**src/design/assert_macros.svh**
```systemverilog
// assertion helpers shared by the rtl
`ifndef ASSERT_MACROS_SVH
`define ASSERT_MACROS_SVH

// same-cycle implication
`define ASSERT_IMPLIES(label, clk, rst_n, ante, cons, msg) \
    label: assert property (@(posedge clk) disable iff (!(rst_n)) (ante) |-> (cons)) \
        else $error(msg);

// next-cycle implication
`define ASSERT_NEXT(label, clk, rst_n, ante, cons, msg) \
    label: assert property (@(posedge clk) disable iff (!(rst_n)) (ante) |=> (cons)) \
        else $error(msg);

`endif

```
**src/design/plu_pkg.sv**
```systemverilog
`timescale 1ns / 1ps

package plu_pkg;

    localparam int VOXEL_W = 32;
    localparam int CFG_W   = 15;
    localparam int SRC_W   = 11;
    localparam int DST_W   = 14;
    localparam int ZOOM_W  = 4;
    localparam int PV_W    = 15;
    localparam int ADDR_W  = 14;
    localparam int SPL_W   = 10;
    localparam int ZPL_W   = 13;
    localparam int K_W     = 3;
    localparam int MAG_W   = 33;
    localparam int REM_W   = 3;

    localparam int PLANE_DEPTH = 16384;

    localparam logic [ZOOM_W-1:0] MAX_ZOOM = 4'd8;
    localparam logic [SRC_W-1:0]  MAX_SRC  = 11'd1024;
    localparam logic [PV_W-1:0]   MAX_PV   = 15'd16384;

    localparam logic [SRC_W-1:0]  RST_SRC  = 11'd1;
    localparam logic [DST_W-1:0]  RST_DST  = 14'd1;
    localparam logic [ZOOM_W-1:0] RST_ZOOM = 4'd1;
    localparam logic [PV_W-1:0]   RST_PV   = 15'd16384;

    // radix-16 divider: 36-bit dividend, one digit per cycle
    localparam int DIV_DIGIT_W = 4;
    localparam int DIV_NUM_W   = 36;
    localparam int DIV_STEPS   = DIV_NUM_W / DIV_DIGIT_W;

    typedef enum logic [1:0] {
        REG_SRC_PLANES   = 2'd0,
        REG_DST_PLANES   = 2'd1,
        REG_ZOOM         = 2'd2,
        REG_PLANE_VOXELS = 2'd3
    } t_cfg_reg;

    typedef enum logic [1:0] {
        S_IDLE,
        S_LOAD,
        S_DIV,
        S_EMIT
    } t_state;

endpackage

```
**src/design/plu_div.sv**
```systemverilog
`timescale 1ns / 1ps
`include "assert_macros.svh"

module plu_div (
    input  logic                         i_clk,
    input  logic                         i_rst_n,
    input  logic                         i_start,
    input  logic [plu_pkg::MAG_W-1:0]    i_dividend,
    input  logic [plu_pkg::ZOOM_W-1:0]   i_divisor,
    output logic                         o_done,
    output logic [plu_pkg::MAG_W-1:0]    o_quot,
    output logic [plu_pkg::REM_W-1:0]    o_rem
);

    localparam int NW = plu_pkg::DIV_NUM_W;
    localparam int DW = plu_pkg::DIV_DIGIT_W;
    localparam int ZW = plu_pkg::ZOOM_W;
    localparam int RW = plu_pkg::REM_W;
    localparam int VW = RW + DW;
    localparam int PW = DW + ZW;
    localparam int CW = $clog2(plu_pkg::DIV_STEPS + 1);

    logic [NW-1:0] r_num;
    logic [NW-1:0] r_quot;
    logic [RW-1:0] r_rem;
    logic [ZW-1:0] r_div;
    logic [CW-1:0] r_cnt;
    logic          r_busy;
    logic          r_done;

    logic [VW-1:0] w_val;
    logic [DW-1:0] w_digit;
    logic [PW-1:0] w_prod;
    logic [PW-1:0] w_left;

    // one quotient digit per cycle
    always_comb begin
        w_val   = {r_rem, r_num[NW-1 -: DW]};
        w_digit = '0;
        for (int j = 1; j < (1 << DW); j++) begin
            if (PW'(j) * PW'(r_div) <= PW'(w_val)) begin
                w_digit = DW'(j);
            end
        end
        w_prod = PW'(w_digit) * PW'(r_div);
        w_left = PW'(w_val) - w_prod;
    end

    always_ff @(posedge i_clk) begin
        if (!i_rst_n) begin
            r_busy <= 1'b0;
            r_done <= 1'b0;
            r_cnt  <= '0;
        end else begin
            r_done <= r_busy && (r_cnt == CW'(1));
            if (i_start) begin
                r_busy <= 1'b1;
                r_cnt  <= CW'(plu_pkg::DIV_STEPS);
            end else if (r_busy) begin
                r_cnt <= r_cnt - CW'(1);
                if (r_cnt == CW'(1)) begin
                    r_busy <= 1'b0;
                end
            end
        end
    end

    always_ff @(posedge i_clk) begin
        if (i_start) begin
            r_num  <= NW'(i_dividend);
            r_quot <= '0;
            r_rem  <= '0;
            r_div  <= i_divisor;
        end else if (r_busy) begin
            r_num  <= {r_num[NW-DW-1:0], {DW{1'b0}}};
            r_quot <= {r_quot[NW-DW-1:0], w_digit};
            r_rem  <= w_left[RW-1:0];
        end
    end

    assign o_done = r_done;
    assign o_quot = r_quot[plu_pkg::MAG_W-1:0];
    assign o_rem  = r_rem;

    `ASSERT_IMPLIES(a_rem_below_div, i_clk, i_rst_n, r_busy && !i_start, ZW'(r_rem) < r_div, "divider remainder reached divisor")
    `ASSERT_IMPLIES(a_div_nonzero, i_clk, i_rst_n, r_busy && !i_start, r_div != '0, "divider running with zero divisor")

endmodule

```
**config.mk**
```make
export PLATFORM = sky130hd
export DESIGN_NAME = plu_div
export DESIGN_NICKNAME = d
export VERILOG_FILES = /design/src/design/plu_pkg.sv /design/src/design/plu_div.sv
export VERILOG_INCLUDE_DIRS = /design/src /design/src/design
export SDC_FILE = /design/constraint.sdc
export NUM_CORES = 1
export LEC_CHECK = 0
export BUFFER_PORTS_ARGS = -buffer_cell sky130_fd_sc_hd__buf_2
export CORE_MARGIN = 4
export CORE_UTILIZATION = 45
export DETAILED_ROUTE_END_ITERATION = 8
export GPL_ROUTABILITY_DRIVEN = 0
export PLACE_DENSITY_LB_ADDON = 0.3
export SLEW_MARGIN = 5
export SYNTH_ARGS = -nofsm -noshare
export SYNTH_HDL_FRONTEND = slang
export SYNTH_SLANG_ARGS = --single-unit
```
**constraint.sdc**
```tcl
create_clock -name i_clk -period 7.7 [get_ports i_clk]
set_input_delay 1.54 -clock i_clk [delete_from_list [all_inputs] [get_ports i_clk]]
set_output_delay 1.54 -clock i_clk [all_outputs]
set_load 0.03 [all_outputs]
```
## After elaboration in Yosys (flattened, before gate mapping)

Cells that the tools add are included.

- Bits in registers: 82
- Input bits: 40

- Bitwise logic cells: 1
- Eq/ne operators: 1
- Add/sub/neg operators: 2
- Magnitude comparators: 15
- $mul: 12
- Reductions and logical operators: 3
- Multiplexer cells: 22

Operator list:

| operator | count |
|---|---|
| 33-bit 2-to-1 mux | 2 |
| 4-bit 2-to-1 mux | 16 |
| 8-bit by 7-bit <= comparator with 1-bit output | 7 |
| 4-bit by 4-bit multiplier with 8-bit output, first input constant | 4 |
| 7-bit <= comparator | 4 |
| 3-bit by 4-bit multiplier with 7-bit output, first input constant | 4 |
| 2-bit by 4-bit multiplier with 6-bit output, first input constant | 3 |
| 6-bit by 7-bit <= comparator with 1-bit output | 2 |
| 4-bit by 7-bit <= comparator with 1-bit output | 1 |
| 5-bit by 7-bit <= comparator with 1-bit output | 1 |
| 4-bit by 1-bit equality test with 1-bit output, second input constant | 1 |
| 4-bit by 4-bit multiplier with 3-bit output | 1 |
| 1-bit 2-to-1 mux | 4 |
| 4-bit by 1-bit subtractor with 4-bit output, second input constant | 1 |
| 3-bit subtractor | 1 |
| 2-bit nonzero test | 1 |
| 2-bit OR reduction | 1 |
| 1-bit logical AND | 1 |
| 1-bit inverter | 1 |

## Logic depth before layout (Yosys ltp)

Gate-level depths: netlist (run 1).

- Word-level depth: 18
- Depth in mapped cells: 28
- Gate-level depth less buffers: 27

## Least setup slack after synthesis (run 1)

No wires, ideal clock.

- Path type: flip-flop to flip-flop
- Start point: reg r_div[2]
- End point: reg r_rem[2] (netlist: o_rem[2])
- Path buffers: 0
- Setup time: 122 ps
- Clock period less this slack: 5885 ps
- Slack: 1815 ps
- Stages on the path, launching flop included: 25
- Arrival time: 5763 ps
- Path through: edfxtp_1 inv_1 fa_1 fa_1 inv_1 ha_1 a21o_1 a21oi_1 xnor2_1 ha_1 a21o_1 a21oi_1 nand2b_1 o21ai_0 a22oi_1 nor2_1 mux2_1 fa_1 xnor2_1 xnor2_1 and2_1 a21boi_0 o31ai_1 a21oi_1 a311o_1

- Cells in the longest elaborated chain, start to end: 18
- Elaborated cells between the ends (all ways): 43

RTL lines:

| item | RTL line | RTL |
|---|---|---|
| start: declaration | plu_div.sv:26 | `logic [ZW-1:0] r_div;` |
| start signal: assignment | plu_div.sv:73 | `r_div <= i_divisor;` |
| branches (longest 16 deep; another with 6-bit by 7-bit <= comparator with 1-bit output) | n/a |  |
| 4-bit by 4-bit multiplier with 3-bit output (*) | plu_div.sv:45 | `w_prod = PW'(w_digit) * PW'(r_div);` |
| 3-bit subtractor (*) | plu_div.sv:46 | `w_left = PW'(w_val) - w_prod;` |
| end signal: assignment | plu_div.sv:77 | `r_rem <= w_left[RW-1:0];` |
| end: declaration | plu_div.sv:25 | `logic [RW-1:0] r_rem;` |

Every way passes the cells marked *.
A chain may end at the register's enable or synchronous reset.

## Final worst setup path (run 1)

- Start point: reg r_div[1]
- End point: reg r_rem[2] (netlist: o_rem[2])

Same word-level chain as after synthesis.

==> results of run 1 <==
## layout by cell type, fill, tap and decap left out, drive strengths merged, types with 2 or more instances in the layout
cell and count:
a21oi 37, inv 39, nor3b 2, ha 103, nor4b 2, nand3 13
a21boi 5, nor2b 8, a31oi 3, and2b 2, and3 3, clkbuf 9
edfxtp 37, a21o 15, xor2 9, nor3 9, dfxtp 45, nand2b 3
or3 2, fa 11, nor2 60, xnor2 13, mux2 30, nand2 24
buf 80, o21bai 4, and2 7, o21a 6, o211ai 5, o21ai 16
nand3b 3, a211oi 12, mux2i 35, a311o 2, nand4 7
## worst max-delay path by stage
stage / end / slack, ns
finish: o_rem[2] / 1.05
global route: o_rem[2] / 0.60
CTS: o_rem[2] / 1.11
detailed placement: o_rem[2] / 1.11
global placement: o_rem[2] / 1.36
floorplan: o_rem[2] / 1.81
## stage by stage
step	power [mW]	cell area (µm²)	worst slack [ns]	hold slack, ns	util
finish	1.84	6990	1.05	0.483	0.526
global route	2.00	6990	0.596	0.540	0.526
CTS	1.85	6990	1.11	0.490	0.526
detailed placement	1.44	6710	1.11	0.480	0.505
global placement	1.39	6710	1.36	0.466	0.505
floorplan	1.21	6140	1.81	0.456	-
## metal layers
layer	global-route usage	up-vias	part of all wire
met2	0.316	109	0.48
met4	0.0702	0	0.024
met3	0.0480	30	0.058
met5	0	-	0
met1	0.218	2209	0.43
li1	-	2357	-
## critical path, delay by kind of cell, from the launching register on
family / cells / cell delay, ns
multiplexers: 1 / 0.36
AO/OA/AOI/OAI: 10 / 2.14
adder cells (fa/ha/maj): 5 / 2.06
XOR/XNOR: 3 / 0.44
AND/OR/NAND/NOR: 3 / 0.48
buffers and inverters: 2 / 0.31
flip-flops: 1 / 0.72
## state kept, by name (all words and copies together) (netlist names)
name,cells
o_rem,3
r_num,36
r_busy,1
o_done,1
r_cnt,4
r_div,4
r_quot,33
## logic make-up after synthesis
| family | Yosys count | synth area share |
|---|---|---|
| AOI/OAI and AO/OA | 118 | 0.130 |
| buffers and inverters | 50 | 0.0308 |
| xor gates and xnor gates | 22 | 0.0314 |
| and+or+nand+nor | 151 | 0.122 |
| adders and majority gates | 114 | 0.246 |
| DFF | 82 | 0.328 |
| muxes | 65 | 0.112 |
## power by group through the flow
stage               Combinational, mW  Clock (mW)  Sequential (mW)
floorplan                       0.677           0            0.538
global placement                0.867           0            0.523
detailed placement              0.911           0            0.525
CTS                             0.917       0.414            0.515
global route                     1.05       0.430            0.519
finish                          0.920       0.404            0.514
## Yosys cell counts (2+ instances only)
| library cell | number |
|---|---|
| o21bai_1 | 4 |
| ha_1 | 103 |
| a21o_1 | 15 |
| a211oi_2 | 2 |
| nor4b_1 | 2 |
| nor3_1 | 8 |
| nand2_1 | 24 |
| dfxtp_1 | 45 |
| edfxtp_1 | 37 |
| clkbuf_1 | 11 |
| or3_1 | 2 |
| fa_1 | 11 |
| a21oi_1 | 37 |
| buf_1 | 5 |
| o211ai_1 | 5 |
| a211oi_1 | 10 |
| o21ai_0 | 11 |
| nor2b_1 | 8 |
| mux2_2 | 29 |
| o21ai_1 | 4 |
| xor2_1 | 9 |
| inv_1 | 33 |
| nand4_1 | 7 |
| a311o_1 | 2 |
| nand3_1 | 13 |
| a21boi_1 | 4 |
| and2_1 | 6 |
| nand3b_1 | 3 |
| nand2b_1 | 3 |
| o21a_1 | 6 |
| xnor2_1 | 13 |
| and3_1 | 3 |
| mux2i_1 | 35 |
| nor2_1 | 60 |
| a31oi_1 | 3 |
## area by class of cell
type / instances / area (µm²) / area share
multi-input combinational: 470 / 3940 / 0.564
inverter: 33 / 124 / 0.0177
clock buffer: 9 / 225 / 0.0322
timing repair buffer: 80 / 410 / 0.0587
tap: 176 / 220 / 0.0315
sequential: 82 / 2010 / 0.288
clock inverter: 7 / 58.8 / 0.00841
==> results.py, run 1 <==
metrics = {
    "synthesis": {
        "post_synth.cell_area_avg_um2": 10.2,
        "synthesis_stage_register_bit_count": 82,
        "yosysUniqueCellTypes": 64,
        "netlist_instances": 602,
        "ys_dominant_reg_cell": "dfxtp_1",
        "synth_sequential_area_ratio": 0.328,
        "syn_nets": 756,
        "synth_largest_type_area_fraction": 0.210,
        "synth.largest_area_cell": "ha_1",
        "synth.top_cells.by_area": "ha_1 21%, edfxtp_1 18%, dfxtp_1 15%",
        "number_of_synthesized_flops_with_an_enable_pin": 37,
        "synth_async_sr_flop_share": 0,
        "post_synth_instance_area_um2": 6140,
        "yosysWarningCount": 0,
    },
    "grt": {
        "antenna_found_initial": 0,
        "grt_pass1_vias": 4880,
        "grt-ovfl-total": 0,
        "wire_length_of_the_first_global_routing_pass_um": 23600,
        "grt_max_degree": 56,
        "gr-usage-all-layers": 0.183,
    },
    "drt": {
        "vias_per_cell": 5.49,
        "firstDrtPassIters": 4,
        "wl_um": 14100,
        "route.vias.total": 4705,
        "final_antenna_net_count": 0,
        "detail_route.drc_violations": 0,
        "routed_wire_length_per_instance_um": 16.5,
        "initialDrtViolationCount": 217,
    },
    "clock_network": {
        "cts.root.buffer_cell": "clkbuf_16",
        "cts_tree": "built",
        "cts_max_level": 3,
        "clock_sink_count": 82,
        "ctsHoldBuffers": 0,
        "cts_made_buffers": 9,
        "worst_setup_hold_path_clk_slew_ns": 0.06,
        "cts_max_path_buffers": 2,
        "postCtsSetupBuffers": 0,
        "cts-resized-gates": 0,
        "clkLatencyLatePin_ns": 0.33,
    },
    "job": {
        "cap_viol_max_count": 0,
    },
    "setup_path": {
        "slowest_delay_ns": 0.72,
        "worstRegToRegCells": 24,
        "worst_r2r_startpoint": "r_div[1]",
        "setup.worst_path.end_class": "flop",
        "arrival_time_of_the_worst_setup_path_ns": 6.87,
        "worst_path_slowest_cell": "edfxtp_1",
        "timing.critical_path.from": "r_div[1]",
        "required_ns": 7.92,
        "rrSetupSlack_ns": 1.05,
        "crit_fanout": 13,
        "critical_path_cell_by_cell": "inv_1 > fa_1 > fa_1 > inv_1 > ha_1 > a21o_1 > a21oi_1 > xnor2_1 > ha_1 > a21o_1 > a21oi_1 > nand2b_1 > o21ai_0 > a22oi_1 > nor2_1 > mux2_1 > fa_1 > xnor2_1 > xnor2_1 > and2_1 > a21boi_0 > o31ai_1 > a21oi_1 > a311o_1",
        "r2r-end": "o_rem[2]",
        "critPathKind": "reg -> reg",
        "critical_path.startpoint_type": "flop",
    },
    "floorplan": {
        "design.die.area_um2": 15600,
        "std_cell_rows": 42,
        "die_width_um": 125,
        "ports_placed_on_the_boundary": 77,
        "die_span_y_um": 125,
        "floorplan.initialDensity": 0.462,
        "core_um2": 13300,
    },
    "timing": {
        "max_slew.worst_pin.slew_ns": 0.777,
        "hold_viol": 0,
        "tns_ns": 0,
        "rsz0062_at_grt": "no",
        "slew_violations": 0,
        "maxSlewHeadroom": 0.482,
        "period_needed_ns": 6.65,
        "timing.fmax_mhz": 150,
        "timing.clock.skew_ns": 0.00583,
        "setup_viol": 0,
        "min_period_over_period": 0.864,
    },
    "min_path": {
        "hold_start": "r_num[29]",
        "hold_path_depth": 2,
        "timing.hold.worst_endpoint": "r_num[33]",
        "holdCritPathClass": "reg -> reg",
    },
    "placed_design": {
        "hpwlAfterDp_um": 10900,
        "port-buffer-count": 76,
        "numPlacedInstances": 841,
    },
    "pwr": {
        "power_leakage_nw": 3.14,
        "pwr-share-seq": 0.280,
        "power.share.combinational": 0.500,
        "proportion_of_total_power_due_to_net_switching": 0.396,
        "ir_worst_vdd_v": 0.000184,
        "pwr-share-clk": 0.220,
        "power.net_switching_mw": 0.728,
        "internal_power_mw": 1.11,
        "power_density_nw_per_um2": 263,
    },
    "finish": {
        "area_overhead_of_the_layout_relative_to_synthesis_pct": 13.9,
        "diodes": 0,
        "finish.net_count": 830,
        "fill_cells": 1198,
        "layout.cells.non_filler": 857,
        "post_route_cells_drive_above_1_share": 0.201,
    },
    "status": {
        "status": "finished, final reports clean",
    },
}
No activity file was read; power rests on OpenSTA's default activity.
==> inputs of run 2 (changes only) <==
CTS_BUF_LIST = sky130_fd_sc_hd__clkbuf_8   (was not set)
==> run 2 against run 1 <==
Effect of this change:
- first-iteration DRC count fell by 4.1%
- total power fell by 6.4%
- final cell count did not move
- sequential power barely moved
- clock power fell by 29%
==> results.py, run 2 (synthesis results as in run 1) <==
metrics = {
    "finish": {
        "fill_cells": 1217,
        "leading_registers_by_flop_count": "r_num x36, r_quot x33",
        "commonest_cells_after_routing_fill_and_taps_aside": "103 x ha_1, 76 x buf_2, 60 x nor2_1",
        "largest_reg_flops": 36,
        "largest-register": "r_num",
        "post_route_cells_drive_above_1_share": 0.201,
        "area_overhead_of_the_layout_relative_to_synthesis_pct": 12.2,
        "diodes": 0,
        "finish.net_count": 830,
        "mostFrequentLayoutCell": "ha_1",
    },
    "pwr": {
        "design_power_total_mw": 1.72,
        "power_leakage_nw": 3.10,
        "ir_worst_vdd_v": 0.000159,
        "power_density_nw_per_um2": 250,
    },
    "drt": {
        "detail_route.drc_violations": 0,
        "initialDrtViolationCount": 208,
        "route.vias.total": 4686,
        "wl_um": 14000,
        "vias_per_cell": 5.47,
        "firstDrtPassIters": 4,
        "routed_wire_length_per_instance_um": 16.4,
        "final_antenna_net_count": 0,
    },
    "setup_path": {
        "setup.worst_path.end_class": "flop",
        "critPathKind": "reg -> reg",
        "r2r-end": "o_rem[2]",
        "worstRegToRegCells": 24,
        "rrSetupSlack_ns": 1.06,
        "worst_r2r_startpoint": "r_div[1]",
        "required_ns": 7.94,
        "critical_path.startpoint_type": "flop",
        "crit_fanout": 13,
        "arrival_time_of_the_worst_setup_path_ns": 6.88,
    },
    "grt": {
        "grt_pass1_vias": 4860,
        "antenna_found_initial": 0,
        "grt_max_degree": 56,
        "wire_length_of_the_first_global_routing_pass_um": 23500,
        "grt-ovfl-total": 0,
        "gr-usage-all-layers": 0.182,
    },
    "clock_network": {
        "cts_made_buffers": 9,
        "clkLatencyLatePin_ns": 0.35,
        "cts_max_level": 3,
        "cts_tree": "built",
        "ctsHoldBuffers": 0,
        "worst_setup_hold_path_clk_slew_ns": 0.08,
        "postCtsSetupBuffers": 0,
        "cts-resized-gates": 0,
        "clock_sink_count": 82,
        "cts.root.buffer_cell": "clkbuf_8",
        "cts_max_path_buffers": 2,
    },
    "placed_design": {
        "hpwlAfterDp_um": 10900,
        "pre_cts_ws_ns": 1.11,
        "port-buffer-count": 76,
    },
    "min_path": {
        "holdCritPathClass": "reg -> reg",
        "timing.hold.worst_endpoint": "r_num[33]",
        "hold_path_depth": 2,
        "hold_start": "r_num[29]",
    },
    "floorplan": {
        "die_width_um": 125,
        "design.die.area_um2": 15600,
        "floorplan.initialDensity": 0.462,
        "core_um2": 13300,
        "die_span_y_um": 125,
        "std_cell_rows": 42,
        "ports_placed_on_the_boundary": 77,
    },
    "timing": {
        "period_needed_ns": 6.64,
        "setup_viol": 0,
        "tns_ns": 0,
        "slew_violations": 0,
        "timing.clock.skew_ns": 0.00992,
        "timing.fmax_mhz": 151,
        "min_period_over_period": 0.863,
        "hold_viol": 0,
        "max_slew.worst_pin.slew_ns": 0.777,
        "maxSlewHeadroom": 0.482,
        "fin_ws_ns": 1.06,
        "rsz0062_at_grt": "no",
    },
    "job": {
        "cap_viol_max_count": 0,
    },
    "status": {
        "status": "finished, final reports clean",
    },
}
[run 2: cell count changes in the layout (fill, tap and decap cells not counted)]
cell | before | now
clkbuf_16 | 9 | 0
clkbuf_8 | 0 | 9
[run 2: area by class of cell]
cell class / count / area [µm²] / share of cell area
inverter: 33 / 124 / 0.0180
timing repair buffer: 80 / 410 / 0.0595
clock buffer: 9 / 124 / 0.0180
sequential: 82 / 2010 / 0.292
clock inverter: 7 / 58.8 / 0.00853
tap: 176 / 220 / 0.0320
multi-input combinational: 470 / 3940 / 0.572
[run 2: power breakdown]
part	switching, mW	leakage, nW	internal [mW]	total, mW
Sequential	0.0213	0.740	0.492	0.514
Combinational	0.527	2.26	0.393	0.919
Clock	0.165	0.0974	0.124	0.288
[run 2: layer usage]
metal  GRT usage  up-vias  share of wire
met5           0        -              0
met2       0.314      111           0.49
met4      0.0682        0          0.023
met1       0.218     2196           0.43
met3      0.0480       28          0.064
li1            -     2351              -
[run 2: per-stage QoR]
step	util	hold WS (ns)	area (µm²)	cells
6_report	0.518	0.492	6890	857
5_1_grt	0.518	0.545	6890	857
4_1_cts	0.518	0.495	6890	857
3_5_place_dp	0.505	0.480	6710	841
3_3_place_gp	0.505	0.466	6710	841
2_1_floorplan	-	0.456	6140	602
[run 2: worst max-delay path by stage]
stage              from  endpoint  slack (ns)  cells past startpoint
6_report       r_div[1]  o_rem[2]        1.06                     24
5_1_grt        r_div[1]  o_rem[2]        0.60                     25
4_1_cts        r_div[1]  o_rem[2]        1.10                     23
3_5_place_dp   r_div[1]  o_rem[2]        1.11                     23
3_3_place_gp   r_div[1]  o_rem[2]        1.36                     24
2_1_floorplan  r_div[2]  o_rem[2]        1.81                     24
[run 2: critical path, cell delays in order, from the launching register on]
cell	delay (ns)
edfxtp_1	0.73
inv_1	0.25
fa_1	0.57
fa_1	0.55
inv_1	0.06
ha_1	0.29
a21o_1	0.18
a21oi_1	0.25
xnor2_1	0.16
ha_1	0.27
a21o_1	0.18
a21oi_1	0.20
nand2b_1	0.10
o21ai_0	0.36
a22oi_1	0.21
nor2_1	0.19
mux2_1	0.36
fa_1	0.38
xnor2_1	0.14
xnor2_1	0.14
and2_1	0.19
a21boi_0	0.14
o31ai_1	0.27
a21oi_1	0.06
a311o_1	0.28
